**config.mk**
```make
export PLATFORM = sky130hd
export DESIGN_NAME = nbd_cell
export DESIGN_NICKNAME = d
export VERILOG_FILES = /design/src/design/nbd_pkg.sv /design/src/design/nbd_cell.sv
export SDC_FILE = /design/constraint.sdc
export NUM_CORES = 1
export LEC_CHECK = 0
export ABC_AREA = 0
export BUFFER_PORTS_ARGS = -buffer_cell sky130_fd_sc_hd__buf_2
export CORE_AREA = 8 8 212 153
export DETAILED_ROUTE_END_ITERATION = 10
export DIE_AREA = 0 0 220 161
export MAX_ROUTING_LAYER = met4
export PLACE_DENSITY = 0.8
export SLEW_MARGIN = 20
export SYNTH_ARGS = -nofsm -noshare
export SYNTH_HDL_FRONTEND = slang
export SYNTH_SLANG_ARGS = --single-unit
```
**constraint.sdc**
```tcl
create_clock -name clk -period 17.7 [get_ports clk]
set_input_delay 1.77 -clock clk [delete_from_list [all_inputs] [get_ports clk]]
set_output_delay 1.77 -clock clk [all_outputs]
set_load 0.005 [all_outputs]
```
**src/design/nbd_pkg.sv**
```systemverilog
// Shared constants and types for the nearest-beacon distance block.
`default_nettype none

package nbd_pkg;

  localparam int unsigned MAX_BEACONS_DEF   = 64;
  localparam int unsigned FRACTION_BITS_DEF = 4;

  localparam int unsigned OP_W    = 2;
  localparam int unsigned POS_W   = 14;
  localparam int unsigned COORD_W = 10;
  localparam int unsigned DIST_W  = 15;

  localparam logic [DIST_W-1:0] DIST_MAX = {DIST_W{1'b1}};

  typedef logic [OP_W-1:0] opcode_t;

  localparam opcode_t OP_CLEAR  = 2'd0;
  localparam opcode_t OP_APPEND = 2'd1;
  localparam opcode_t OP_QUERY  = 2'd2;

  // Query token that walks the cell row.
  typedef struct packed {
    logic             vld;
    logic [POS_W-1:0] px;
    logic [POS_W-1:0] py;
  } qry_tok_t;

endpackage

`default_nettype wire

```
**src/design/nbd_cell.sv**
```systemverilog
// One beacon cell: holds a beacon, scores the passing query and keeps the running minimum.
`default_nettype none

module nbd_cell #(
  parameter int unsigned IDX           = 0,
  parameter int unsigned CNT_W         = 7,
  parameter int unsigned FRACTION_BITS = 4,
  parameter int unsigned DIFF_W        = 14,
  parameter int unsigned SQ_W          = 29
) (
  input  wire logic                         clk,
  input  wire logic                         rst_n,
  input  wire logic                         wr_en,
  input  wire logic [CNT_W-1:0]             count,
  input  wire logic [nbd_pkg::COORD_W-1:0]  wr_x,
  input  wire logic [nbd_pkg::COORD_W-1:0]  wr_y,
  input  wire nbd_pkg::qry_tok_t            tok_in,
  input  wire logic                         have_in,
  input  wire logic [SQ_W-1:0]              best_in,
  input  wire logic                         cand_v_in,
  input  wire logic [SQ_W-1:0]              cand_in,
  output nbd_pkg::qry_tok_t                 tok_out,
  output logic                              have_out,
  output logic [SQ_W-1:0]                   best_out,
  output logic                              cand_v_out,
  output logic [SQ_W-1:0]                   cand_out
);
  import nbd_pkg::*;

  logic [COORD_W-1:0]  bx_r, by_r;
  logic                active;
  logic [DIFF_W-1:0]   bxs, bys, pxe, pye, dx, dy;
  logic [2*DIFF_W-1:0] dx_sq, dy_sq;
  logic [SQ_W-1:0]     sq;
  logic                take_cand;

  logic                tok_vld_r;
  logic [POS_W-1:0]    tok_px_r, tok_py_r;
  logic                have_r, cand_v_r;
  logic [SQ_W-1:0]     best_r, cand_r;

  assign active = (CNT_W'(IDX) < count);

  always_ff @(posedge clk) begin
    if (wr_en && count == CNT_W'(IDX)) begin
      bx_r <= wr_x;
      by_r <= wr_y;
    end
  end

  // Distance of this cell's beacon to the passing query.
  always_comb begin
    bxs   = DIFF_W'(bx_r) << FRACTION_BITS;
    bys   = DIFF_W'(by_r) << FRACTION_BITS;
    pxe   = DIFF_W'(tok_in.px);
    pye   = DIFF_W'(tok_in.py);
    dx    = (bxs >= pxe) ? (bxs - pxe) : (pxe - bxs);
    dy    = (bys >= pye) ? (bys - pye) : (pye - bys);
    dx_sq = (2*DIFF_W)'(dx) * (2*DIFF_W)'(dx);
    dy_sq = (2*DIFF_W)'(dy) * (2*DIFF_W)'(dy);
    sq    = SQ_W'(dx_sq) + SQ_W'(dy_sq);
  end

  // Fold the upstream candidate into the running minimum.
  assign take_cand = cand_v_in && (!have_in || cand_in < best_in);

  always_ff @(posedge clk) begin
    if (!rst_n) begin
      tok_vld_r <= 1'b0;
      have_r    <= 1'b0;
      cand_v_r  <= 1'b0;
    end else begin
      tok_vld_r <= tok_in.vld;
      have_r    <= have_in | cand_v_in;
      cand_v_r  <= tok_in.vld & active;
    end
  end

  always_ff @(posedge clk) begin
    tok_px_r <= tok_in.px;
    tok_py_r <= tok_in.py;
    best_r   <= take_cand ? cand_in : best_in;
    cand_r   <= sq;
  end

  assign tok_out    = '{vld: tok_vld_r, px: tok_px_r, py: tok_py_r};
  assign have_out   = have_r;
  assign best_out   = best_r;
  assign cand_v_out = cand_v_r;
  assign cand_out   = cand_r;

endmodule

`default_nettype wire

```
==> insert_results.sql, run 1 <==
INSERT INTO impl_metrics (metric_group, metric, value, unit) VALUES
('global_route', 'grt_antenna_before_repair', '0', ''),
('critical_path', 'timing.critical_path.required', '18.02', 'ns'),
('floorplan', 'die_h', '161', 'um'),
('layout', 'layout-area-overhead-vs-synth', '10.0', '%'),
('global_route', 'grt_start_max_net_pins', '30', ''),
('floorplan', 'ios', '208', ''),
('drt', 'detail_route.vias_per_cell', '5.33', ''),
('global_route', 'grt_overflow_total', '0', ''),
('clocking', 'clkSlewWorstSetupHoldPaths', '0.08', 'ns'),
('clocking', 'ctsRootBufferMaster', 'sky130_fd_sc_hd__clkbuf_16', ''),
('layout', 'layout.nets', '2612', ''),
('placed_design', 'placedInstanceArea', '18400', 'sq um'),
('timing', 'tightest_slew', '1.02', 'ns'),
('placed_design', 'place.port_buffers', '207', ''),
('timing', 'slew_viol_final', '0', ''),
('clocking', 'cts_tree', 'built', ''),
('synthesis', 'asyncSetResetFlopFracSynth', '0', ''),
('floorplan', 'floorplan.initialDensity', '0.578', ''),
('timing', 'fmaxAchievable', '92.6', 'MHz'),
('critical_path', 'critPathCaptureType', 'register', ''),
('drt', 'dr.first_iter.drc_count', '951', ''),
('drt', 'post-route-drc-count', '0', ''),
('placed_design', 'detailedPlacementHpwl', '37800', 'um'),
('synthesis', 'number_of_synthesized_flops_with_an_enable_pin', '20', ''),
('layout', 'fillers', '2393', ''),
('global_route', 'first_global_vias', '13900', ''),
('critical_path', 'delay_heaviest_family_cp', 'adder cells', ''),
('global_route', 'first_pass_grt_wire_length', '70500', 'um'),
('drt', 'via_count', '12700', ''),
('timing', 'post-route-period-util', '0.610', ''),
('synthesis', 'synth_cell_types', '80', ''),
('outcome', 'run_status', 'finished clean', ''),
('drt', 'wl_per_cell', '18.2', 'um'),
('floorplan', 'placement_rows', '53', ''),
('synthesis', 'synth-seq-area-share', '0.141', ''),
('critical_path', 'timing_worst_setup_path_type', 'in2reg', ''),
('timing', 'fin_worst_skew', '0.0116', 'ns'),
('clocking', 'maximum_number_of_buffers_from_clock_root_to_sink', '2', ''),
('timing', 'finalSetupTns', '0', 'ns'),
('clocking', 'number_of_gates_resized_after_cts', '0', ''),
('clocking', 'worstSkewPairLatency', '0.38', 'ns'),
('synthesis', 'ys_ff_latch', '109', ''),
('synthesis', 'synth_top_flop_cell', 'sky130_fd_sc_hd__dfxtp_1', ''),
('critical_path', 'timing.critical_path.from_type', 'input port', ''),
('synthesis', 'ys_warn_count', '0', ''),
('drt', 'detail_route.first_pass.iterations', '6', ''),
('drt', 'drt-total-wl', '43500', 'um'),
('timing', 'final.hold.worst_slack', '1.51', 'ns'),
('global_route', 'global_route.usage.total', '0.258', ''),
('timing', 'final_critical_path_setup_slack', '6.90', 'ns'),
('floorplan', 'area_of_the_die', '35400', 'sq um'),
('timing', 'slew_headroom', '0.316', ''),
('timing', 'setup_viol', '0', ''),
('timing', 'unrepaired_setup_endpoints_after_global_routing', 'false', ''),
('synthesis', 'syn_nets', '2417', ''),
('synthesis', 'synthCells', '1801', ''),
('layout', 'drive_gt1_frac', '0.159', ''),
('synthesis', 'commonest_cells_post_synth', '483 x sky130_fd_sc_hd__inv_1, 292 x sky130_fd_sc_hd__fa_1, 205 x sky130_fd_sc_hd__ha_1, 166 x sky130_fd_sc_hd__nor2_1, 103 x sky130_fd_sc_hd__nand2_1', ''),
('timing', 'layout_min_cycle_time', '10.80', 'ns'),
('synthesis', 'synth.largest_area_cell', 'sky130_fd_sc_hd__fa_1', ''),
('synthesis', 'synthesis.area', '16900', 'sq um'),
('clocking', 'cts_setup_buffers', '0', ''),
('layout', 'postLayoutCellArea', '18600', 'sq um'),
('timing', 'timing.final.hold_violations', '0', ''),
('critical_path', 'critical_path.most_common_cell', 'sky130_fd_sc_hd__fa_1', ''),
('floorplan', 'core_area', '29300', 'sq um'),
('synthesis', 'most_used_standard_cell_by_instance_count_after_synthesis', 'sky130_fd_sc_hd__inv_1', ''),
('critical_path', 'cp_slowest_cell', 'sky130_fd_sc_hd__xor2_1', ''),
('job', 'cap_viol_max_count', '0', ''),
('critical_path', 'crit_path_max_incr_delay', '0.73', 'ns'),
('clocking', 'number_of_buffers_created_by_cts', '9', '');
[cell usage in the layout, fill, tap and decap left out, types with 7 or more instances in the layout]
master | netlist | final
sky130_fd_sc_hd__clkbuf_16 | 0 | 9
sky130_fd_sc_hd__ha_1 | 205 | 205
sky130_fd_sc_hd__inv_1 | 483 | 483
sky130_fd_sc_hd__a211oi_1 | 8 | 8
sky130_fd_sc_hd__edfxtp_1 | 20 | 20
sky130_fd_sc_hd__xor2_1 | 18 | 18
sky130_fd_sc_hd__buf_4 | 6 | 13
sky130_fd_sc_hd__nor2b_1 | 8 | 8
sky130_fd_sc_hd__nand3_1 | 12 | 12
sky130_fd_sc_hd__and2_1 | 7 | 7
sky130_fd_sc_hd__o21a_1 | 11 | 11
sky130_fd_sc_hd__nand4_1 | 10 | 10
sky130_fd_sc_hd__mux2_2 | 33 | 33
sky130_fd_sc_hd__and3_1 | 8 | 8
sky130_fd_sc_hd__a21oi_1 | 52 | 52
sky130_fd_sc_hd__a21o_1 | 28 | 28
sky130_fd_sc_hd__nor2_1 | 166 | 166
sky130_fd_sc_hd__nor3_1 | 15 | 15
sky130_fd_sc_hd__nand2_1 | 103 | 103
sky130_fd_sc_hd__nand2b_1 | 15 | 15
sky130_fd_sc_hd__xnor2_1 | 26 | 26
sky130_fd_sc_hd__fa_1 | 292 | 292
sky130_fd_sc_hd__o21ai_0 | 25 | 25
sky130_fd_sc_hd__buf_2 | 13 | 207
sky130_fd_sc_hd__mux2i_1 | 9 | 9
sky130_fd_sc_hd__dfxtp_1 | 89 | 89
sky130_fd_sc_hd__inv_2 | 10 | 10
[area by class of cell]
class                           instances  area (sq um)  area share
Sequential cell                       109          2380       0.128
Timing Repair Buffer                  220          1130      0.0608
Inverter                              498          1870       0.100
Clock buffer                           10           229      0.0123
Clock inverter                          6          56.3     0.00302
Multi-Input combinational cell       1158         12500       0.670
Tap cell                              385           482      0.0258
[metrics by stage]
step | std cells | utilization
2_1_floorplan | 1801 | -
3_3_place_gp | 2370 | 0.626
3_5_place_dp | 2370 | 0.626
4_1_cts | 2386 | 0.636
5_1_grt | 2386 | 0.636
6_report | 2386 | 0.636
[cell families (layout without fill, tap and decap cells)]
logic type / count (synthesis) / in the layout / synth area share
compound gates: 185 / 185 / 0.0765
xor+xnor: 56 / 56 / 0.0356
fa+ha+maj: 497 / 497 / 0.497
buf+inv: 534 / 734 / 0.122
flops: 109 / 109 / 0.141
mux: 44 / 44 / 0.0290
other cells: 1 / 1 / 0.000221
simple gates: 375 / 375 / 0.0991
[per-layer routing]
metal,vias to the layer above,part of all wire,global-route usage
li1,5868,-,-
met3,74,0.10,0.0708
met1,6213,0.43,0.339
met5,-,0,-
met4,0,0.018,0.0565
met2,564,0.45,0.397
[worst paths after layout]
path,start,endpoint,slack [ns],cells past startpoint
max,tok_in[14],cand_out[28],6.90,31
min,tok_in[13],tok_py_r[13],1.51,1
max reg2reg,bx_r[1],cand_out[28],8.18,30
min reg2reg,by_r[9],cand_out[28],1.62,9
[worst register-to-register path, delay by kind of cell (launching register included)]
kind / cells / cell delay, ns
simple gates: 6 / 0.98
mux: 1 / 0.27
fa+ha+maj: 9 / 4.16
xor+xnor: 1 / 0.73
compound gates: 7 / 2.08
flops: 1 / 0.41
buf+inv: 6 / 0.84
[state kept, by name, indices dropped and copies added, names as in the netlist]
signal,flops
bx_r,10
best_out,29
cand_out,29
cand_v_out,1
by_r,10
tok_px_r,14
tok_vld_r,1
have_out,1
tok_py_r,14
Power of run 1 is not shown: default switching activity piles up to over one toggle a cycle in this logic, so the estimate is an artifact.
==> run 2: changes to the inputs <==
- ABC_AREA: 0 -> 1
- CORE_AREA: 8 8 212 153 -> 8 8 223 161
- DIE_AREA: 0 0 220 161 -> 0 0 231 169
- PLACE_DENSITY: 0.8 -> 0.79
- clock period: 17.7 -> 8.8 ns (I/O delays scaled with it)
==> run 2 against run 1 <==
- non-clock buffer count grew 13
- utilization shrank 3.5 points
- sequential share of layout area shrank 0.65 points
- via count grew 12%
- critical path depth grew 1
- sequential cell count is the same
- hold slack lost 0.91 ns
- first-iteration DRC count grew 3.3%
- largest cell class unchanged
- clock skew grew 0.0055 ns
- final area grew 5.3%
==> insert_results.sql, run 2 <==
INSERT INTO impl_metrics (metric_group, metric, value, unit) VALUES
('synthesis', 'asyncSetResetFlopFracSynth', '0', ''),
('synthesis', 'ys_warn_count', '0', ''),
('layout', 'layout.nets', '3008', ''),
('floorplan', 'placement_rows', '56', ''),
('clocking', 'maximum_number_of_buffers_from_clock_root_to_sink', '2', ''),
('layout', 'highest_count_cells_in_the_layout_ignoring_fill_and_taps', '591 x sky130_fd_sc_hd__inv_1, 374 x sky130_fd_sc_hd__nand2_1, 292 x sky130_fd_sc_hd__fa_1, 207 x sky130_fd_sc_hd__buf_2, 205 x sky130_fd_sc_hd__ha_1', ''),
('timing', 'fin_worst_skew', '0.0171', 'ns'),
('synthesis', 'synth.largest_area_cell', 'sky130_fd_sc_hd__fa_1', ''),
('drt', 'post-route-drc-count', '0', ''),
('layout', 'layout-area-overhead-vs-synth', '10.2', '%'),
('global_route', 'grt_overflow_total', '0', ''),
('critical_path', 'timing.critical_path.from_type', 'input port', ''),
('synthesis', 'synth_top_flop_cell', 'sky130_fd_sc_hd__dfxtp_1', ''),
('critical_path', 'timing_worst_setup_path_type', 'in2reg', ''),
('drt', 'detail_route.vias_per_cell', '5.03', ''),
('drt', 'via_count', '14200', ''),
('clocking', 'clkSlewWorstSetupHoldPaths', '0.09', 'ns'),
('synthesis', 'number_of_synthesized_flops_with_an_enable_pin', '20', ''),
('timing', 'unrepaired_setup_endpoints_after_global_routing', 'false', ''),
('clocking', 'number_of_gates_resized_after_cts', '0', ''),
('floorplan', 'ios', '208', ''),
('clocking', 'h_tree_lvls', '3', ''),
('layout', 'drive_gt1_frac', '0.152', ''),
('clocking', 'cts_setup_buffers', '0', ''),
('timing', 'final_critical_path_setup_slack', '0.401', 'ns'),
('timing', 'tightest_slew', '1.08', 'ns'),
('global_route', 'grt_antenna_before_repair', '0', ''),
('floorplan', 'die-width', '231', 'um'),
('critical_path', 'cp_slowest_cell', 'sky130_fd_sc_hd__fa_1', ''),
('drt', 'final_antenna_net_count', '0', ''),
('synthesis', 'synthCells', '2189', ''),
('global_route', 'first_global_vias', '15300', ''),
('layout', 'fillers', '2909', ''),
('timing', 'setup_viol', '0', ''),
('timing', 'layout_min_cycle_time', '8.40', 'ns'),
('drt', 'drt-total-wl', '46700', 'um'),
('critical_path', 'timing.critical_path.required', '9.10', 'ns'),
('drt', 'wl_per_cell', '16.5', 'um'),
('layout', 'final_core_util', '0.601', ''),
('floorplan', 'area_of_the_die', '39000', 'sq um'),
('clocking', 'worstSkewPairLatency', '0.40', 'ns'),
('job', 'cap_viol_max_count', '0', ''),
('synthesis', 'syn_nets', '2805', ''),
('clocking', 'clock_sink_count', '109', ''),
('floorplan', 'floorplan.initialDensity', '0.546', ''),
('global_route', 'global_route.usage.total', '0.257', ''),
('synthesis', 'commonest_cells_post_synth', '591 x sky130_fd_sc_hd__inv_1, 374 x sky130_fd_sc_hd__nand2_1, 292 x sky130_fd_sc_hd__fa_1, 205 x sky130_fd_sc_hd__ha_1, 179 x sky130_fd_sc_hd__nor2_1', ''),
('synthesis', 'ys_ff_latch', '109', ''),
('floorplan', 'die_h', '169', 'um'),
('global_route', 'grt_start_max_net_pins', '32', ''),
('clocking', 'cts_tree', 'built', ''),
('critical_path', 'critPathCaptureType', 'register', ''),
('worst_hold_path', 'hold_path_depth', '1', ''),
('drt', 'dr.first_iter.drc_count', '982', ''),
('timing', 'timing.final.hold_violations', '0', ''),
('synthesis', 'most_used_standard_cell_by_instance_count_after_synthesis', 'sky130_fd_sc_hd__inv_1', ''),
('synthesis', 'syn_avg_cell_area', '8.14', 'sq um'),
('clocking', 'ctsHoldBuffers', '0', ''),
('global_route', 'first_pass_grt_wire_length', '77300', 'um'),
('placed_design', 'detailedPlacementHpwl', '41000', 'um'),
('drt', 'detail_route.first_pass.iterations', '5', ''),
('synthesis', 'post-synth-top-area-fraction', '0.328', ''),
('layout', 'antenna_cells', '0', ''),
('timing', 'post-route-period-util', '0.954', ''),
('placed_design', 'detailedPlace.worstSlack', '0.159', 'ns'),
('timing', 'slew_viol_final', '0', ''),
('timing', 'fmaxAchievable', '119', 'MHz'),
('synthesis', 'ranking_of_synthesized_cells_by_area', 'sky130_fd_sc_hd__fa_1 33%, sky130_fd_sc_hd__ha_1 14%, sky130_fd_sc_hd__inv_1 12%', ''),
('synthesis', 'synth_cell_types', '46', ''),
('placed_design', 'gp_routability_congestion', '0.966', ''),
('floorplan', 'core_area', '32700', 'sq um'),
('worst_hold_path', 'hold_crit_path_type', 'in2reg', ''),
('critical_path', 'reg2regPathDepth', '30', ''),
('placed_design', 'place.port_buffers', '207', ''),
('timing', 'slew_headroom', '0.276', ''),
('synthesis', 'synth-seq-area-share', '0.134', ''),
('synthesis', 'synthesis.area', '17800', 'sq um'),
('timing', 'finalSetupTns', '0', 'ns'),
('critical_path', 'crit_path_max_fanout', '19', ''),
('clocking', 'number_of_buffers_created_by_cts', '9', ''),
('critical_path', 'crit_path_max_incr_delay', '0.55', 'ns'),
('layout', 'mostFrequentLayoutCell', 'sky130_fd_sc_hd__inv_1', ''),
('critical_path', 'critical_path_arrival', '8.70', 'ns'),
('outcome', 'run_status', 'finished clean', ''),
('clocking', 'ctsRootBufferMaster', 'sky130_fd_sc_hd__clkbuf_16', '');
run 2: cell count changes in the layout (fill, tap and decap cells not counted), moves of 15 or more:
| cell | delta |
|---|---|
| sky130_fd_sc_hd__a21o_1 | -23 |
| sky130_fd_sc_hd__inv_1 | +108 |
| sky130_fd_sc_hd__inv_2 | +24 |
| sky130_fd_sc_hd__mux2_2 | -33 |
| sky130_fd_sc_hd__nand2_1 | +271 |
| sky130_fd_sc_hd__nand2_2 | +23 |
| sky130_fd_sc_hd__nand2b_1 | -15 |
| sky130_fd_sc_hd__nand3_1 | +65 |
| sky130_fd_sc_hd__nor2_2 | +25 |
| sky130_fd_sc_hd__xor2_1 | +20 |
run 2: final cells by class:
class,instances,area (sq um),area share
Multi-Input combinational cell,1413,12800,0.652
Sequential cell,109,2380,0.121
Inverter,626,2350,0.120
Timing Repair Buffer,233,1230,0.0627
Tap cell,435,544,0.0277
Clock buffer,9,225,0.0115
Clock inverter,7,93.8,0.00478
run 2: path summary, 6_finish.rpt:
check,from,to,slack (ns)
hold reg to reg,by_r[9],cand_out[28],1.70
setup reg to reg,bx_r[3],cand_out[26],0.69
setup / recovery,tok_in[19],cand_out[26],0.40
hold / removal,tok_in[27],tok_px_r[13],0.60
run 2: cell families after synthesis:
logic type | Yosys count | synth area share
other | 1 | 0.000210
AND/OR/NAND/NOR | 733 | 0.177
buffers and inverters | 667 | 0.148
flip-flops | 109 | 0.134
adder cells (fa/ha/maj) | 497 | 0.472
XOR/XNOR | 54 | 0.0278
AO/OA/AOI/OAI | 128 | 0.0416
run 2: layer usage:
layer  vias to the layer above  track usage  wire (um)
met5                         -            -          0
met4                         0       0.0800       1260
met3                        85       0.0542       3480
met2                       463        0.416      22100
met1                      6874        0.321      19900
li1                       6819            -          -
run 2: through the flow:
step	cells	hold slack, ns	cell area (sq um)
after CTS	2832	0.581	19600
after detailed placement	2816	1.01	19300
after floorplan	2189	0.908	17800
after global routing	2832	0.592	19600
after global placement	2816	0.998	19300
final	2832	0.602	19600
run 2: critical path, delay by kind of cell:
family	cells	cell delay (ns)
adders and majority gates	9	4.31
and+or+nand+nor	12	1.94
buffers and inverters	9	0.78
AOI/OAI and AO/OA	2	0.78
Power of run 2 is left out for the same reason.
