`config.mk`:
```
export PLATFORM = sky130hd
export DESIGN_NAME = nbd_isqrt
export DESIGN_NICKNAME = d
export VERILOG_FILES = /design/src/design/nbd_isqrt.sv
export SDC_FILE = /design/constraint.sdc
export NUM_CORES = 1
export LEC_CHECK = 0
export BUFFER_PORTS_ARGS = -buffer_cell sky130_fd_sc_hd__buf_2
export CAP_MARGIN = 20
export CORE_UTILIZATION = 42
export CTS_CLUSTER_SIZE = 30
export DETAILED_ROUTE_END_ITERATION = 16
export HOLD_SLACK_MARGIN = 0.1
export PLACE_DENSITY = 0.72
export SLEW_MARGIN = 20
export SYNTH_ARGS = -nofsm -noshare
export SYNTH_HDL_FRONTEND = slang
export SYNTH_SLANG_ARGS = --single-unit
export TNS_END_PERCENT = 5
```
`constraint.sdc`:
```
create_clock -name clk -period 9.8 [get_ports clk]
set_input_delay 0.49 -clock clk [delete_from_list [all_inputs] [get_ports clk]]
set_output_delay 0.49 -clock clk [all_outputs]
set_load 0.03 [all_outputs]
```
`src/design/nbd_isqrt.sv`:
```
// Iterative floor square root, one result bit per cycle.
`default_nettype none

module nbd_isqrt #(
  parameter int unsigned VAL_W = 30
) (
  input  wire logic             clk,
  input  wire logic             rst_n,
  input  wire logic             start,
  input  wire logic [VAL_W-1:0] value,
  output logic                  done,
  output logic [VAL_W-1:0]      root
);
  logic [VAL_W-1:0] rem_r, rem_nxt;
  logic [VAL_W-1:0] root_r, root_nxt;
  logic [VAL_W-1:0] bit_r, bit_nxt;
  logic             busy_r, busy_nxt;
  logic             done_r, done_nxt;
  logic [VAL_W-1:0] trial;

  assign trial = root_r + bit_r;

  always_comb begin
    rem_nxt  = rem_r;
    root_nxt = root_r;
    bit_nxt  = bit_r;
    busy_nxt = busy_r;
    done_nxt = done_r;
    if (start) begin
      rem_nxt  = value;
      root_nxt = '0;
      bit_nxt  = VAL_W'(1) << (VAL_W - 2);
      busy_nxt = 1'b1;
      done_nxt = 1'b0;
    end else if (busy_r) begin
      if (rem_r >= trial) begin
        rem_nxt  = rem_r - trial;
        root_nxt = (root_r >> 1) + bit_r;
      end else begin
        root_nxt = root_r >> 1;
      end
      bit_nxt = bit_r >> 2;
      if (bit_r[0]) begin
        busy_nxt = 1'b0;
        done_nxt = 1'b1;
      end
    end
  end

  always_ff @(posedge clk) begin
    if (!rst_n) begin
      busy_r <= 1'b0;
      done_r <= 1'b0;
    end else begin
      busy_r <= busy_nxt;
      done_r <= done_nxt;
    end
  end

  always_ff @(posedge clk) begin
    rem_r  <= rem_nxt;
    root_r <= root_nxt;
    bit_r  <= bit_nxt;
  end

  assign done = done_r;
  assign root = root_r;

endmodule

`default_nettype wire

```
==> impl_results.html, run 1 <==
<table>
<tr><th>Metric</th><th>Value</th></tr>
<tr><th colspan="2">Logic synthesis</th></tr>
<tr><td>Top-area cell type share of the netlist area</td><td>14.3%</td></tr>
<tr><td>Synthesized cell area</td><td>6570 µm²</td></tr>
<tr><td>Post-synth top area cell</td><td>sky130_fd_sc_hd__dfxtp_1</td></tr>
<tr><td>Post-synthesis register bit count</td><td>77</td></tr>
<tr><td>Synth warn</td><td>0</td></tr>
<tr><td>Flip-flop cell with the highest count after synthesis</td><td>sky130_fd_sc_hd__dfxtp_1</td></tr>
<tr><td>Mean instance size in the synthesized netlist</td><td>8.26 µm²</td></tr>
<tr><td>Most instantiated library cell after synthesis</td><td>sky130_fd_sc_hd__nor2_1</td></tr>
<tr><td>Post-synthesis cell type count</td><td>66</td></tr>
<tr><td>Proportion of synthesized chip area in sequential cells</td><td>28.0%</td></tr>
<tr><td>Cells taking the most area after synthesis</td><td>sky130_fd_sc_hd__dfxtp_1 14%, sky130_fd_sc_hd__edfxtp_1 14%, sky130_fd_sc_hd__ha_1 12%</td></tr>
<tr><td>Most frequent cells after synthesis</td><td>84 x sky130_fd_sc_hd__nor2_1, 81 x sky130_fd_sc_hd__nand2_1, 62 x sky130_fd_sc_hd__ha_1</td></tr>
<tr><td>Post-synth EDFFs</td><td>30</td></tr>
<tr><td>Synth async-reset ratio</td><td>0%</td></tr>
<tr><td>Post-Syn Nets</td><td>891</td></tr>
<tr><td>Synth Instances</td><td>795</td></tr>
<tr><th colspan="2">Global route</th></tr>
<tr><td>Wire length of the first global-routing pass</td><td>28100 µm</td></tr>
<tr><td>Met3 track utilization from global routing</td><td>3.14%</td></tr>
<tr><td>Met2 track demand over resource in global routing</td><td>34.7%</td></tr>
<tr><td>Number of global-route vias before repair</td><td>5730</td></tr>
<tr><td>Largest net degree at the start of global routing</td><td>74</td></tr>
<tr><td>Final global-route overflow total</td><td>0</td></tr>
<tr><td>GR met1 Demand/Resource</td><td>29.6%</td></tr>
<tr><td>Antenna violations before repair</td><td>0</td></tr>
<tr><td>Layer with the highest usage</td><td>met2</td></tr>
<tr><td>GR Util All Layers</td><td>21.8%</td></tr>
<tr><th colspan="2">Setup path</th></tr>
<tr><td>Data required time of the critical path</td><td>9810 ps</td></tr>
<tr><td>Ordered cell list for the critical path</td><td>ha_1 -&gt; a31oi_1 -&gt; o21ai_0 -&gt; a211oi_1 -&gt; o21bai_1 -&gt; a41oi_1 -&gt; o21bai_1 -&gt; a31oi_1 -&gt; xor2_1 -&gt; ha_1 -&gt; and3_4 -&gt; nand2_4 -&gt; or4_4 -&gt; nor2_2 -&gt; o211ai_2 -&gt; o211a_1 -&gt; buf_4 -&gt; o21ai_2 -&gt; buf_4</td></tr>
<tr><td>Worst setup path category</td><td>flop to flop</td></tr>
<tr><td>Kind of launch point of the worst setup path</td><td>flop</td></tr>
<tr><td>Capturing instance or port of the critical path</td><td>rem_r[21]</td></tr>
<tr><td>Max stage delay on crit path</td><td>560 ps</td></tr>
<tr><td>Highest net fanout along the worst path</td><td>47</td></tr>
<tr><td>Number of cell instances on the worst register-to-register path</td><td>19</td></tr>
<tr><td>Slowest library cell on the worst path</td><td>sky130_fd_sc_hd__or4_4</td></tr>
<tr><td>Reg2Reg Capture Point</td><td>rem_r[21]</td></tr>
<tr><td>Source of the critical timing path</td><td>root[2]</td></tr>
<tr><td>Top delay family on crit path</td><td>compound AO/OA/AOI/OAI gates</td></tr>
<tr><td>Register-to-register setup slack</td><td>4280 ps</td></tr>
<tr><td>Critical path endpoint category</td><td>flop</td></tr>
<tr><td>Data arrival at the endpoint of the critical path</td><td>5530 ps</td></tr>
<tr><td>Buffering stage count on the worst path with inverters included</td><td>2</td></tr>
<tr><td>Stages on the worst setup path</td><td>19</td></tr>
<tr><td>Source of the worst register-to-register timing path</td><td>root[2]</td></tr>
<tr><th colspan="2">Cells and area</th></tr>
<tr><td>Number of nets in the finished design</td><td>935</td></tr>
<tr><td>Fraction of layout instances using a drive strength above 1</td><td>13.1%</td></tr>
<tr><td>Final core utilization</td><td>47.9%</td></tr>
<tr><td>Filler cells</td><td>1511</td></tr>
<tr><td>Layout overhead on the synthesized area</td><td>11.2%</td></tr>
<tr><td>Count of antenna diodes in the layout</td><td>0</td></tr>
<tr><th colspan="2">Hold path</th></tr>
<tr><td>Path class of the lowest-slack min-delay path</td><td>input pin to flop</td></tr>
<tr><th colspan="2">Timing</th></tr>
<tr><td>Final period util</td><td>56.4%</td></tr>
<tr><td>RSZ-0062 raised after global routing</td><td>false</td></tr>
<tr><td>Worst Max-Slew Pin Slew</td><td>1050 ps</td></tr>
<tr><td>Final Skew</td><td>4.84 ps</td></tr>
<tr><td>Slew Limit Headroom</td><td>29.9%</td></tr>
<tr><td>Pins over their slew limit</td><td>0</td></tr>
<tr><td>Setup total negative slack</td><td>0 ps</td></tr>
<tr><td>Endpoints failing setup</td><td>0</td></tr>
<tr><td>Shortest period the worst path allows</td><td>5520 ps</td></tr>
<tr><td>Final hold violations</td><td>0</td></tr>
<tr><td>Max Freq</td><td>181 MHz</td></tr>
<tr><th colspan="2">Drt</th></tr>
<tr><td>Antenna Violating Nets Remaining</td><td>0</td></tr>
<tr><td>Average routed wire per standard cell</td><td>16.1 µm</td></tr>
<tr><td>Number of DRC violations after detailed routing</td><td>0</td></tr>
<tr><td>Final routed wirelength across all metal layers</td><td>17000 µm</td></tr>
<tr><td>Via Count</td><td>6096</td></tr>
<tr><td>Iteration count of the initial detailed-routing pass</td><td>5</td></tr>
<tr><td>Vias per cell</td><td>5.79</td></tr>
<tr><td>Iter 0 DRT Violations</td><td>398</td></tr>
<tr><th colspan="2">Clock tree</th></tr>
<tr><td>Maximum number of buffers from clock root to sink</td><td>2</td></tr>
<tr><td>Clock Pin Slew Worst Setup and Hold Paths</td><td>60 ps</td></tr>
<tr><td>Skew-Pair Late Insertion Delay</td><td>350 ps</td></tr>
<tr><td>Root buf cell</td><td>sky130_fd_sc_hd__clkbuf_16</td></tr>
<tr><td>Number of hold-repair buffers added at the cts stage</td><td>0</td></tr>
<tr><td>Post-CTS setup-driven buffer insertion count</td><td>0</td></tr>
<tr><td>CTS-repair resized insts</td><td>0</td></tr>
<tr><td>H-tree level count</td><td>3</td></tr>
<tr><td>Clock tree from TritonCTS</td><td>built</td></tr>
<tr><td>Clock tree sinks</td><td>77</td></tr>
<tr><td>Cts bufs inserted</td><td>9</td></tr>
<tr><th colspan="2">Placed design</th></tr>
<tr><td>Hpwl dp</td><td>12200 µm</td></tr>
<tr><td>GP Congestion</td><td>0.801</td></tr>
<tr><td>Number of port buffers</td><td>63</td></tr>
<tr><th colspan="2">Floorplanning</th></tr>
<tr><td>Initial core utilization</td><td>43.0%</td></tr>
<tr><td>Number of rows in the core area</td><td>45</td></tr>
<tr><td>Area of the die</td><td>16100 µm²</td></tr>
<tr><td>Core region area</td><td>15300 µm²</td></tr>
<tr><td>Floorplan die height</td><td>127 µm</td></tr>
<tr><td>Top-level port count</td><td>64</td></tr>
<tr><td>Die W</td><td>127 µm</td></tr>
<tr><th colspan="2">Flow run</th></tr>
<tr><td>Max-capacitance violation count</td><td>0</td></tr>
<tr><th colspan="2">Pwr</th></tr>
<tr><td>Max rail drop VDD</td><td>0.000132 V</td></tr>
<tr><td>Static leakage</td><td>3.00 nW</td></tr>
<tr><td>Power density over the cells</td><td>242 nW/µm²</td></tr>
<tr><td>Design Power</td><td>1.77 mW</td></tr>
<tr><th colspan="2">Run status</th></tr>
<tr><td>Result of the run</td><td>completed</td></tr>
</table>
-- stage by stage --
step	setup WS [ps]	instances	hold WS, ps	instance area [µm²]
4_1_cts	4260	1053	345	7300
2_1_floorplan	2650	795	482	6570
6_report	4280	1053	347	7300
3_3_place_gp	4360	1039	495	7040
5_1_grt	3860	1053	357	7300
3_5_place_dp	4300	1039	507	7040
-- cell type report --
class                           count  area, µm²  area share [%]
Clock buffer                       12        256            3.51
Timing Repair Buffer               67        348            4.76
Inverter                           20       75.1            1.03
Tap cell                          211        264            3.61
Clock inverter                      2       10.0           0.137
Multi-Input combinational cell    664       4510            61.7
Sequential cell                    77       1840            25.2
-- worst min-delay path by stage --
stage,startpoint,depth (start not counted),endpoint,slack [ps]
finish,rst_n,2,busy_r,350
global route,rst_n,2,busy_r,360
CTS,rst_n,2,busy_r,340
global placement,root[0],2,root[0],500
detailed placement,root[0],2,root[0],510
floorplan,bit_r[28],1,bit_r[28],480
-- cell families after synthesis --
kind of cell / after synthesis / share of synthesized area (%)
AOI/OAI and AO/OA: 267 / 27.6
xor gates and xnor gates: 46 / 6.13
adders and majority gates: 63 / 12.1
buffers and inverters: 54 / 3.39
DFF: 77 / 28.0
muxes: 28 / 4.40
and+or+nand+nor: 260 / 18.3
-- cell usage in the layout (no fill, tap or decap), drive strengths merged, types with 6 or more instances in the layout --
cell type,netlist,layout
xor2,26,26
a21o,21,21
o31ai,18,18
mux2i,21,21
nor3,15,15
a21boi,6,6
a31oi,21,21
nor2b,6,6
inv,20,20
and3,8,8
edfxtp,30,30
a211oi,13,13
or3,17,17
xnor2,20,20
mux2,7,7
ha,62,62
nand3,14,14
a311oi,16,16
o211ai,10,10
clkbuf,28,12
nand4,9,9
o21ai,62,62
o21bai,7,7
a21oi,48,48
dfxtp,47,47
buf,6,67
nand2,82,82
a31o,7,7
nor2,85,85
-- power breakdown --
part           switching [mW]  internal (mW)  leakage, nW
clock                   0.136          0.182        0.134
combinational           0.595          0.368         2.18
sequential             0.0594          0.429        0.685
total                   0.791          0.979         3.00
-- sequential cells by signal, summed over array words and instances (netlist names) --
name    count
rem_r      30
busy_r      1
bit_r      15
root       30
done        1
-- metal layers --
metal | wire [µm] | share of wire [%]
met1 | 8420 | 50
met4 | 340 | 2.0
met5 | 0 | 0
met2 | 7600 | 45
met3 | 634 | 3.7
(Power assumes the default switching activity.)
==> inputs of run 2 (changes only) <==
- PLACE_DENSITY: 0.72 -> 0.74
- clock period: 9.8 -> 4.85 ns (I/O delays scaled with it)
==> run 2 against run 1 <==
Net effect: final area increased by 5.5%; sequential power rose by 99%; clock skew is 1.8 ps higher; core utilization is 2.6 points higher; cell count is 3.0% higher; power is 110% higher; critical endpoint is now root[2]; largest cell class unchanged; highest routed layer unchanged.
==> impl_results.html, run 2 (synthesis results as in run 1) <==
<table>
<tr><th>Metric</th><th>Value</th></tr>
<tr><th colspan="2">Run status</th></tr>
<tr><td>Result of the run</td><td>completed (unchanged)</td></tr>
<tr><th colspan="2">Cells and area</th></tr>
<tr><td>Layout overhead on the synthesized area</td><td>17.3% (was 11.2%)</td></tr>
<tr><td>Cell area after layout</td><td>7700 µm² (was 7300 µm²)</td></tr>
<tr><td>Final core utilization</td><td>50.5% (was 47.9%)</td></tr>
<tr><td>Number of nets in the finished design</td><td>965 (was 935)</td></tr>
<tr><td>Leading cell types in the layout, fill and taps excluded</td><td>84 x sky130_fd_sc_hd__nor2_1, 81 x sky130_fd_sc_hd__nand2_1, 63 x sky130_fd_sc_hd__buf_2 (was 84 x sky130_fd_sc_hd__nor2_1, 81 x sky130_fd_sc_hd__nand2_1, 62 x sky130_fd_sc_hd__ha_1, 62 x sky130_fd_sc_hd__buf_2, 58 x sky130_fd_sc_hd__o21ai_0)</td></tr>
<tr><td>Most frequent standard cell in the layout excluding fill and tap cells</td><td>sky130_fd_sc_hd__nor2_1 (unchanged)</td></tr>
<tr><td>Count of antenna diodes in the layout</td><td>0 (unchanged)</td></tr>
<tr><td>Non-Filler Instances</td><td>1085 (was 1053)</td></tr>
<tr><td>Filler cells</td><td>1467 (was 1511)</td></tr>
<tr><td>Fraction of layout instances using a drive strength above 1</td><td>18.4% (was 13.1%)</td></tr>
<tr><th colspan="2">Timing</th></tr>
<tr><td>Final hold violations</td><td>0 (unchanged)</td></tr>
<tr><td>Shortest period the worst path allows</td><td>4730 ps (was 5520 ps)</td></tr>
<tr><td>Slew Limit Headroom</td><td>48.0% (was 29.9%)</td></tr>
<tr><td>Setup total negative slack</td><td>0 ps (unchanged)</td></tr>
<tr><td>Fin worst setup slack</td><td>123 ps (was 4280 ps)</td></tr>
<tr><td>Final period util</td><td>97.5% (was 56.4%)</td></tr>
<tr><td>Max Freq</td><td>212 MHz (was 181 MHz)</td></tr>
<tr><td>Endpoints failing setup</td><td>0 (unchanged)</td></tr>
<tr><td>Fin Hold WS</td><td>105 ps (was 347 ps)</td></tr>
<tr><td>RSZ-0062 raised after global routing</td><td>true (was false)</td></tr>
<tr><td>Final Skew</td><td>6.68 ps (was 4.84 ps)</td></tr>
<tr><td>Pins over their slew limit</td><td>0 (unchanged)</td></tr>
<tr><td>Worst Max-Slew Pin Slew</td><td>779 ps (was 1050 ps)</td></tr>
<tr><th colspan="2">Setup path</th></tr>
<tr><td>Kind of launch point of the worst setup path</td><td>flop (unchanged)</td></tr>
<tr><td>Highest net fanout along the worst path</td><td>46 (was 47)</td></tr>
<tr><td>Critical path endpoint category</td><td>flop (unchanged)</td></tr>
<tr><td>Number of cell instances on the worst register-to-register path</td><td>18 (was 19)</td></tr>
<tr><td>Data arrival at the endpoint of the critical path</td><td>4960 ps (was 5530 ps)</td></tr>
<tr><td>Max stage delay on crit path</td><td>420 ps (was 560 ps)</td></tr>
<tr><td>Slowest library cell on the worst path</td><td>sky130_fd_sc_hd__dfxtp_1 (was sky130_fd_sc_hd__or4_4)</td></tr>
<tr><td>Ordered cell list for the critical path</td><td>ha_4 -&gt; a31oi_1 -&gt; o21ai_2 -&gt; a211oi_2 -&gt; o21bai_2 -&gt; a41oi_2 -&gt; buf_4 -&gt; o21ai_0 -&gt; a31oi_1 -&gt; xor2_1 -&gt; ha_1 -&gt; a21o_1 -&gt; a21o_1 -&gt; a21oi_1 -&gt; o211a_1 -&gt; buf_6 -&gt; nor3_1 -&gt; a311o_1 (was ha_1 -&gt; a31oi_1 -&gt; o21ai_0 -&gt; a211oi_1 -&gt; o21bai_1 -&gt; a41oi_1 -&gt; o21bai_1 -&gt; a31oi_1 -&gt; xor2_1 -&gt; ha_1 -&gt; and3_4 -&gt; nand2_4 -&gt; or4_4 -&gt; nor2_2 -&gt; o211ai_2 -&gt; o211a_1 -&gt; buf_4 -&gt; o21ai_2 -&gt; buf_4)</td></tr>
<tr><td>Data required time of the critical path</td><td>5080 ps (was 9810 ps)</td></tr>
<tr><td>Worst setup path category</td><td>flop to flop (unchanged)</td></tr>
<tr><th colspan="2">Clock tree</th></tr>
<tr><td>H-tree level count</td><td>3 (unchanged)</td></tr>
<tr><td>Maximum number of buffers from clock root to sink</td><td>2 (unchanged)</td></tr>
<tr><td>Number of hold-repair buffers added at the cts stage</td><td>0 (unchanged)</td></tr>
<tr><td>Clock tree sinks</td><td>77 (unchanged)</td></tr>
<tr><td>Post-CTS setup-driven buffer insertion count</td><td>0 (unchanged)</td></tr>
<tr><td>Skew-Pair Late Insertion Delay</td><td>350 ps (about the same)</td></tr>
<tr><td>Clock Pin Slew Worst Setup and Hold Paths</td><td>60 ps (about the same)</td></tr>
<tr><td>Cts bufs inserted</td><td>9 (unchanged)</td></tr>
<tr><td>Root buf cell</td><td>sky130_fd_sc_hd__clkbuf_16 (unchanged)</td></tr>
<tr><td>Clock tree from TritonCTS</td><td>built (unchanged)</td></tr>
<tr><th colspan="2">Drt</th></tr>
<tr><td>Vias per cell</td><td>5.80 (was 5.79)</td></tr>
<tr><td>Antenna Violating Nets Remaining</td><td>0 (unchanged)</td></tr>
<tr><td>Iteration count of the initial detailed-routing pass</td><td>5 (unchanged)</td></tr>
<tr><td>Iter 0 DRT Violations</td><td>401 (was 398)</td></tr>
<tr><td>Via Count</td><td>6288 (was 6096)</td></tr>
<tr><td>Average routed wire per standard cell</td><td>16.5 µm (was 16.1 µm)</td></tr>
<tr><td>Number of DRC violations after detailed routing</td><td>0 (unchanged)</td></tr>
<tr><td>Final routed wirelength across all metal layers</td><td>17900 µm (was 17000 µm)</td></tr>
<tr><th colspan="2">Global route</th></tr>
<tr><td>Antenna violations before repair</td><td>0 (unchanged)</td></tr>
<tr><td>Largest net degree at the start of global routing</td><td>66 (was 74)</td></tr>
<tr><td>Number of global-route vias before repair</td><td>5769 (was 5730)</td></tr>
<tr><td>GR Util All Layers</td><td>22.6% (was 21.8%)</td></tr>
<tr><td>Final global-route overflow total</td><td>0 (unchanged)</td></tr>
<tr><td>Wire length of the first global-routing pass</td><td>29100 µm (was 28100 µm)</td></tr>
<tr><th colspan="2">Floorplanning</th></tr>
<tr><td>Top-level port count</td><td>64 (unchanged)</td></tr>
<tr><td>Floorplan die height</td><td>127 µm (unchanged)</td></tr>
<tr><td>Core region area</td><td>15300 µm² (unchanged)</td></tr>
<tr><td>Die W</td><td>127 µm (unchanged)</td></tr>
<tr><td>Area of the die</td><td>16100 µm² (unchanged)</td></tr>
<tr><td>Number of rows in the core area</td><td>45 (unchanged)</td></tr>
<tr><td>Initial core utilization</td><td>43.0% (unchanged)</td></tr>
<tr><th colspan="2">Placed design</th></tr>
<tr><td>Number of port buffers</td><td>63 (unchanged)</td></tr>
<tr><td>Hpwl dp</td><td>13000 µm (was 12200 µm)</td></tr>
<tr><td>Placement-stage worst setup slack</td><td>-38.7 ps (was 4300 ps)</td></tr>
<tr><td>GP Congestion</td><td>0.914 (was 0.801)</td></tr>
<tr><td>Post-DP Area</td><td>7400 µm² (was 7040 µm²)</td></tr>
<tr><td>Cell count after placement</td><td>1068 (was 1039)</td></tr>
<tr><th colspan="2">Flow run</th></tr>
<tr><td>Max-capacitance violation count</td><td>0 (unchanged)</td></tr>
<tr><th colspan="2">Hold path</th></tr>
<tr><td>Number of cells on the worst hold path</td><td>2 (unchanged)</td></tr>
<tr><td>Path class of the lowest-slack min-delay path</td><td>input pin to flop (unchanged)</td></tr>
<tr><th colspan="2">Pwr</th></tr>
<tr><td>Max rail drop VDD</td><td>0.000245 V (was 0.000132 V)</td></tr>
<tr><td>Static leakage</td><td>3.17 nW (was 3.00 nW)</td></tr>
<tr><td>Power density over the cells</td><td>490 nW/µm² (was 242 nW/µm²)</td></tr>
<tr><td>Design Power</td><td>3.78 mW (was 1.77 mW)</td></tr>
</table>
## run 2: cell count changes in the layout (fill, tap and decap cells not counted), moves of 3 or more
| cell | before | now |
|---|---|---|
| sky130_fd_sc_hd__a31oi_1 | 21 | 18 |
| sky130_fd_sc_hd__buf_4 | 5 | 31 |
| sky130_fd_sc_hd__dfxtp_1 | 46 | 37 |
| sky130_fd_sc_hd__dfxtp_2 | 1 | 6 |
| sky130_fd_sc_hd__dfxtp_4 | 0 | 4 |
| sky130_fd_sc_hd__ha_1 | 62 | 58 |
| sky130_fd_sc_hd__ha_4 | 0 | 4 |
## run 2: cell type report
type                       count  area (µm²)  area share [%]
tap                          211         264            3.43
clock buffer                  13         262            3.39
inverter                      20        75.1           0.975
multi-input combinational    665        4640            60.2
sequential                    77        1860            24.2
clock inverter                 3        18.8           0.244
timing repair buffer          96         579            7.52
## run 2: worst max-delay path, delay by kind of cell (launching register included)
| family | cells | cell delay, ps |
|---|---|---|
| buffers and inverters | 2 | 500 |
| AO/OA/AOI/OAI | 12 | 2640 |
| AND/OR/NAND/NOR | 1 | 110 |
| flip-flops | 1 | 420 |
| adder cells (fa/ha/maj) | 2 | 620 |
| XOR/XNOR | 1 | 290 |
## run 2: layer usage
layer  GRT usage, %  vias up  routed length (µm)
li1               -     3173                   -
met1           32.0     2902                8730
met2           35.1      185                7800
met3           3.60       28                1120
met4           6.86        0                 248
met5              0        -                   0
## run 2: power by group
group	internal, mW	switching [mW]	total [mW]	leakage (nW)
logic	0.852	1.30	2.15	2.34
registers	0.871	0.103	0.973	0.690
clock network	0.378	0.279	0.657	0.139
total	2.10	1.68	3.78	3.17
## run 2: path summary, 6_finish.rpt
check,start,endpoint,slack (ps)
max,bit_r[6],root[2],120
min,rst_n,busy_r,110
max reg2reg,bit_r[6],root[2],120
min reg2reg,root[0],root[0],540
## run 2: repair_timing
action,in CTS,in global routing
endpoints found under the setup margin,30,39
pin swaps,1,0
gates cloned,1,0
resized for setup,0,3
==> inputs of run 3 (changes only) <==
- PLACE_DENSITY: 0.74 -> 0.72
- clock period: 4.85 -> 4.9 ns (I/O delays scaled with it)
==> run 3 against run 2 <==
Net effect: global-route usage shrank 0.19 points; maximum frequency grew 0.63%; wire length shrank 1.4%; hold slack lost 6.4 ps; largest cell class unchanged; non-clock buffer count shrank 13; flip-flop and latch count is the same; largest power group unchanged; via count shrank 1.6%; power shrank 0.32%; die area is the same; worst setup slack gained 80 ps; core utilization shrank 0.33 points; clock power grew 7.3%.
==> impl_results.html, run 3 (synthesis results as in run 1) <==
<table>
<tr><th>Metric</th><th>Value</th></tr>
<tr><th colspan="2">Timing</th></tr>
<tr><td>Fin worst setup slack</td><td>202 ps (was 123 ps)</td></tr>
<tr><td>Slew Limit Headroom</td><td>49.5% (was 48.0%)</td></tr>
<tr><td>Final period util</td><td>95.9% (was 97.5%)</td></tr>
<tr><td>Shortest period the worst path allows</td><td>4700 ps (was 4730 ps)</td></tr>
<tr><td>Pins over their slew limit</td><td>0 (unchanged)</td></tr>
<tr><td>Worst Max-Slew Pin Slew</td><td>757 ps (was 779 ps)</td></tr>
<tr><td>Final Skew</td><td>6.20 ps (was 6.68 ps)</td></tr>
<tr><td>Fin Hold WS</td><td>98.7 ps (was 105 ps)</td></tr>
<tr><td>Max Freq</td><td>213 MHz (was 212 MHz)</td></tr>
<tr><td>Final hold violations</td><td>0 (unchanged)</td></tr>
<tr><td>Endpoints failing setup</td><td>0 (unchanged)</td></tr>
<tr><th colspan="2">Pwr</th></tr>
<tr><td>Max rail drop VDD</td><td>0.000276 V (was 0.000245 V)</td></tr>
<tr><td>Power density over the cells</td><td>492 nW/µm² (was 490 nW/µm²)</td></tr>
<tr><td>Design Power</td><td>3.77 mW (was 3.78 mW)</td></tr>
<tr><td>Static leakage</td><td>3.11 nW (was 3.17 nW)</td></tr>
<tr><th colspan="2">Drt</th></tr>
<tr><td>Antenna Violating Nets Remaining</td><td>0 (unchanged)</td></tr>
<tr><td>Via Count</td><td>6186 (was 6288)</td></tr>
<tr><td>Iter 0 DRT Violations</td><td>501 (was 401)</td></tr>
<tr><td>Average routed wire per standard cell</td><td>16.5 µm (about the same)</td></tr>
<tr><td>Number of DRC violations after detailed routing</td><td>0 (unchanged)</td></tr>
<tr><td>Final routed wirelength across all metal layers</td><td>17700 µm (was 17900 µm)</td></tr>
<tr><td>Iteration count of the initial detailed-routing pass</td><td>5 (unchanged)</td></tr>
<tr><td>Vias per cell</td><td>5.78 (was 5.80)</td></tr>
<tr><th colspan="2">Floorplanning</th></tr>
<tr><td>Initial core utilization</td><td>43.0% (unchanged)</td></tr>
<tr><td>Floorplan die height</td><td>127 µm (unchanged)</td></tr>
<tr><td>Number of rows in the core area</td><td>45 (unchanged)</td></tr>
<tr><td>Die W</td><td>127 µm (unchanged)</td></tr>
<tr><td>Area of the die</td><td>16100 µm² (unchanged)</td></tr>
<tr><td>Core region area</td><td>15300 µm² (unchanged)</td></tr>
<tr><td>Top-level port count</td><td>64 (unchanged)</td></tr>
<tr><th colspan="2">Global route</th></tr>
<tr><td>GR Util All Layers</td><td>22.4% (was 22.6%)</td></tr>
<tr><td>Number of global-route vias before repair</td><td>5785 (was 5769)</td></tr>
<tr><td>Antenna violations before repair</td><td>0 (unchanged)</td></tr>
<tr><td>Largest net degree at the start of global routing</td><td>66 (unchanged)</td></tr>
<tr><td>Wire length of the first global-routing pass</td><td>28800 µm (was 29100 µm)</td></tr>
<tr><td>Final global-route overflow total</td><td>0 (unchanged)</td></tr>
<tr><th colspan="2">Clock tree</th></tr>
<tr><td>Number of hold-repair buffers added at the cts stage</td><td>0 (unchanged)</td></tr>
<tr><td>Clock Pin Slew Worst Setup and Hold Paths</td><td>60 ps (about the same)</td></tr>
<tr><td>Cts bufs inserted</td><td>9 (unchanged)</td></tr>
<tr><td>Skew-Pair Late Insertion Delay</td><td>360 ps (was 350 ps)</td></tr>
<tr><td>Clock tree from TritonCTS</td><td>built (unchanged)</td></tr>
<tr><td>Clock tree sinks</td><td>77 (unchanged)</td></tr>
<tr><td>H-tree level count</td><td>3 (unchanged)</td></tr>
<tr><td>Root buf cell</td><td>sky130_fd_sc_hd__clkbuf_16 (unchanged)</td></tr>
<tr><td>Maximum number of buffers from clock root to sink</td><td>2 (unchanged)</td></tr>
<tr><th colspan="2">Setup path</th></tr>
<tr><td>Number of cell instances on the worst register-to-register path</td><td>19 (was 18)</td></tr>
<tr><td>Data required time of the critical path</td><td>4950 ps (was 5080 ps)</td></tr>
<tr><td>Kind of launch point of the worst setup path</td><td>flop (unchanged)</td></tr>
<tr><td>Highest net fanout along the worst path</td><td>47 (was 46)</td></tr>
<tr><td>Source of the worst register-to-register timing path</td><td>bit_r[0] (was bit_r[6])</td></tr>
<tr><td>Worst setup path category</td><td>flop to flop (unchanged)</td></tr>
<tr><td>Source of the critical timing path</td><td>bit_r[0] (was bit_r[6])</td></tr>
<tr><td>Data arrival at the endpoint of the critical path</td><td>4750 ps (was 4960 ps)</td></tr>
<tr><td>Cell with the most instances on the worst path</td><td>sky130_fd_sc_hd__buf_12</td></tr>
<tr><td>Ordered cell list for the critical path</td><td>ha_4 -&gt; ha_1 -&gt; a21o_1 -&gt; a31o_2 -&gt; a31oi_4 -&gt; o21ai_2 -&gt; a21bo_2 -&gt; o211ai_1 -&gt; xor2_1 -&gt; ha_2 -&gt; and3_4 -&gt; nand2_4 -&gt; or4_4 -&gt; nor2_2 -&gt; o211ai_2 -&gt; o211a_1 -&gt; buf_12 -&gt; o21ai_4 -&gt; buf_12 (was ha_4 -&gt; a31oi_1 -&gt; o21ai_2 -&gt; a211oi_2 -&gt; o21bai_2 -&gt; a41oi_2 -&gt; buf_4 -&gt; o21ai_0 -&gt; a31oi_1 -&gt; xor2_1 -&gt; ha_1 -&gt; a21o_1 -&gt; a21o_1 -&gt; a21oi_1 -&gt; o211a_1 -&gt; buf_6 -&gt; nor3_1 -&gt; a311o_1)</td></tr>
<tr><td>Slowest library cell on the worst path</td><td>sky130_fd_sc_hd__or4_4 (was sky130_fd_sc_hd__dfxtp_1)</td></tr>
<tr><td>Register-to-register setup slack</td><td>200 ps (was 120 ps)</td></tr>
<tr><td>Max stage delay on crit path</td><td>550 ps (was 420 ps)</td></tr>
<tr><td>Critical path endpoint category</td><td>flop (unchanged)</td></tr>
<tr><th colspan="2">Placed design</th></tr>
<tr><td>Placement-stage worst setup slack</td><td>170 ps (was -38.7 ps)</td></tr>
<tr><td>Post-DP Area</td><td>7280 µm² (was 7400 µm²)</td></tr>
<tr><td>Number of port buffers</td><td>63 (unchanged)</td></tr>
<tr><td>Hpwl dp</td><td>12600 µm (was 13000 µm)</td></tr>
<tr><td>GP Congestion</td><td>0.880 (was 0.914)</td></tr>
<tr><th colspan="2">Cells and area</th></tr>
<tr><td>Cell area after layout</td><td>7650 µm² (was 7700 µm²)</td></tr>
<tr><td>Fraction of layout instances using a drive strength above 1</td><td>17.8% (was 18.4%)</td></tr>
<tr><td>Leading cell types in the layout, fill and taps excluded</td><td>84 x sky130_fd_sc_hd__nor2_1, 81 x sky130_fd_sc_hd__nand2_1, 62 x sky130_fd_sc_hd__buf_2 (was 84 x sky130_fd_sc_hd__nor2_1, 81 x sky130_fd_sc_hd__nand2_1, 63 x sky130_fd_sc_hd__buf_2)</td></tr>
<tr><td>Number of nets in the finished design</td><td>951 (was 965)</td></tr>
<tr><td>Filler cells</td><td>1505 (was 1467)</td></tr>
<tr><td>Most frequent standard cell in the layout excluding fill and tap cells</td><td>sky130_fd_sc_hd__nor2_1 (unchanged)</td></tr>
<tr><td>Layout overhead on the synthesized area</td><td>16.5% (was 17.3%)</td></tr>
<tr><td>Count of antenna diodes in the layout</td><td>0 (unchanged)</td></tr>
<tr><th colspan="2">Run status</th></tr>
<tr><td>Result of the run</td><td>completed (unchanged)</td></tr>
<tr><th colspan="2">Hold path</th></tr>
<tr><td>Path class of the lowest-slack min-delay path</td><td>input pin to flop (unchanged)</td></tr>
<tr><td>Number of cells on the worst hold path</td><td>2 (unchanged)</td></tr>
<tr><td>Launch instance of the worst min-delay path</td><td>rst_n (unchanged)</td></tr>
<tr><th colspan="2">Flow run</th></tr>
<tr><td>Max-capacitance violation count</td><td>0 (unchanged)</td></tr>
</table>
## run 3: cell types whose count changed in the layout (fill, tap and decap cells not counted), sizes merged
| cell | previous run | this run |
|---|---|---|
| buf | 96 | 83 |
| clkbuf | 13 | 11 |
| clkinv | 3 | 2 |
| inv | 20 | 23 |
| o21ai | 63 | 62 |
## run 3: through the flow
| step | std cells | TNS [ps] | util [%] |
|---|---|---|---|
| floorplan | 795 | 0 | - |
| global placement | 1050 | 0 | 47.7 |
| detailed placement | 1050 | 0 | 47.7 |
| CTS | 1066 | 0 | 49.8 |
| global route | 1071 | -38.8 | 50.2 |
| finish | 1071 | 0 | 50.2 |
## run 3: power by group
part | internal, mW | switching, mW
Clock | 0.409 | 0.297
Sequential | 0.862 | 0.123
Combinational | 0.829 | 1.25
## run 3: final timing paths
| check | to |
|---|---|
| setup / recovery | rem_r[5] |
| hold / removal | busy_r |
| setup reg to reg | rem_r[5] |
| hold reg to reg | done |
## run 3: per-layer routing
layer / track usage, % / wire length (µm)
met5: 0 / 0
met4: 6.65 / 223
met1: 31.0 / 8730
met3: 3.56 / 794
met2: 35.7 / 7910
## run 3: repair_timing
| action | in CTS | in global routing |
|---|---|---|
| hold endpoints to repair | 0 | 0 |
| setup buffers | 0 | 5 |
| gates resized for setup | 0 | 6 |
| setup endpoints to repair | 0 | 49 |
## run 3: cell type report
type | instances | area [µm²] | share of cell area [%]
Clock buffer | 11 | 275 | 3.60
Timing Repair Buffer | 83 | 493 | 6.44
Sequential cell | 77 | 1860 | 24.3
Clock inverter | 5 | 36.3 | 0.474
Tap cell | 211 | 264 | 3.45
Inverter | 20 | 75.1 | 0.981
Multi-Input combinational cell | 664 | 4650 | 60.7
## run 3: critical path: cells and delay by family (launching register included)
kind,cells,cell delay (ps)
AO/OA/AOI/OAI,9,1740
XOR/XNOR,1,120
adder cells (fa/ha/maj),3,760
buffers and inverters,2,410
flip-flops,1,350
AND/OR/NAND/NOR,4,980
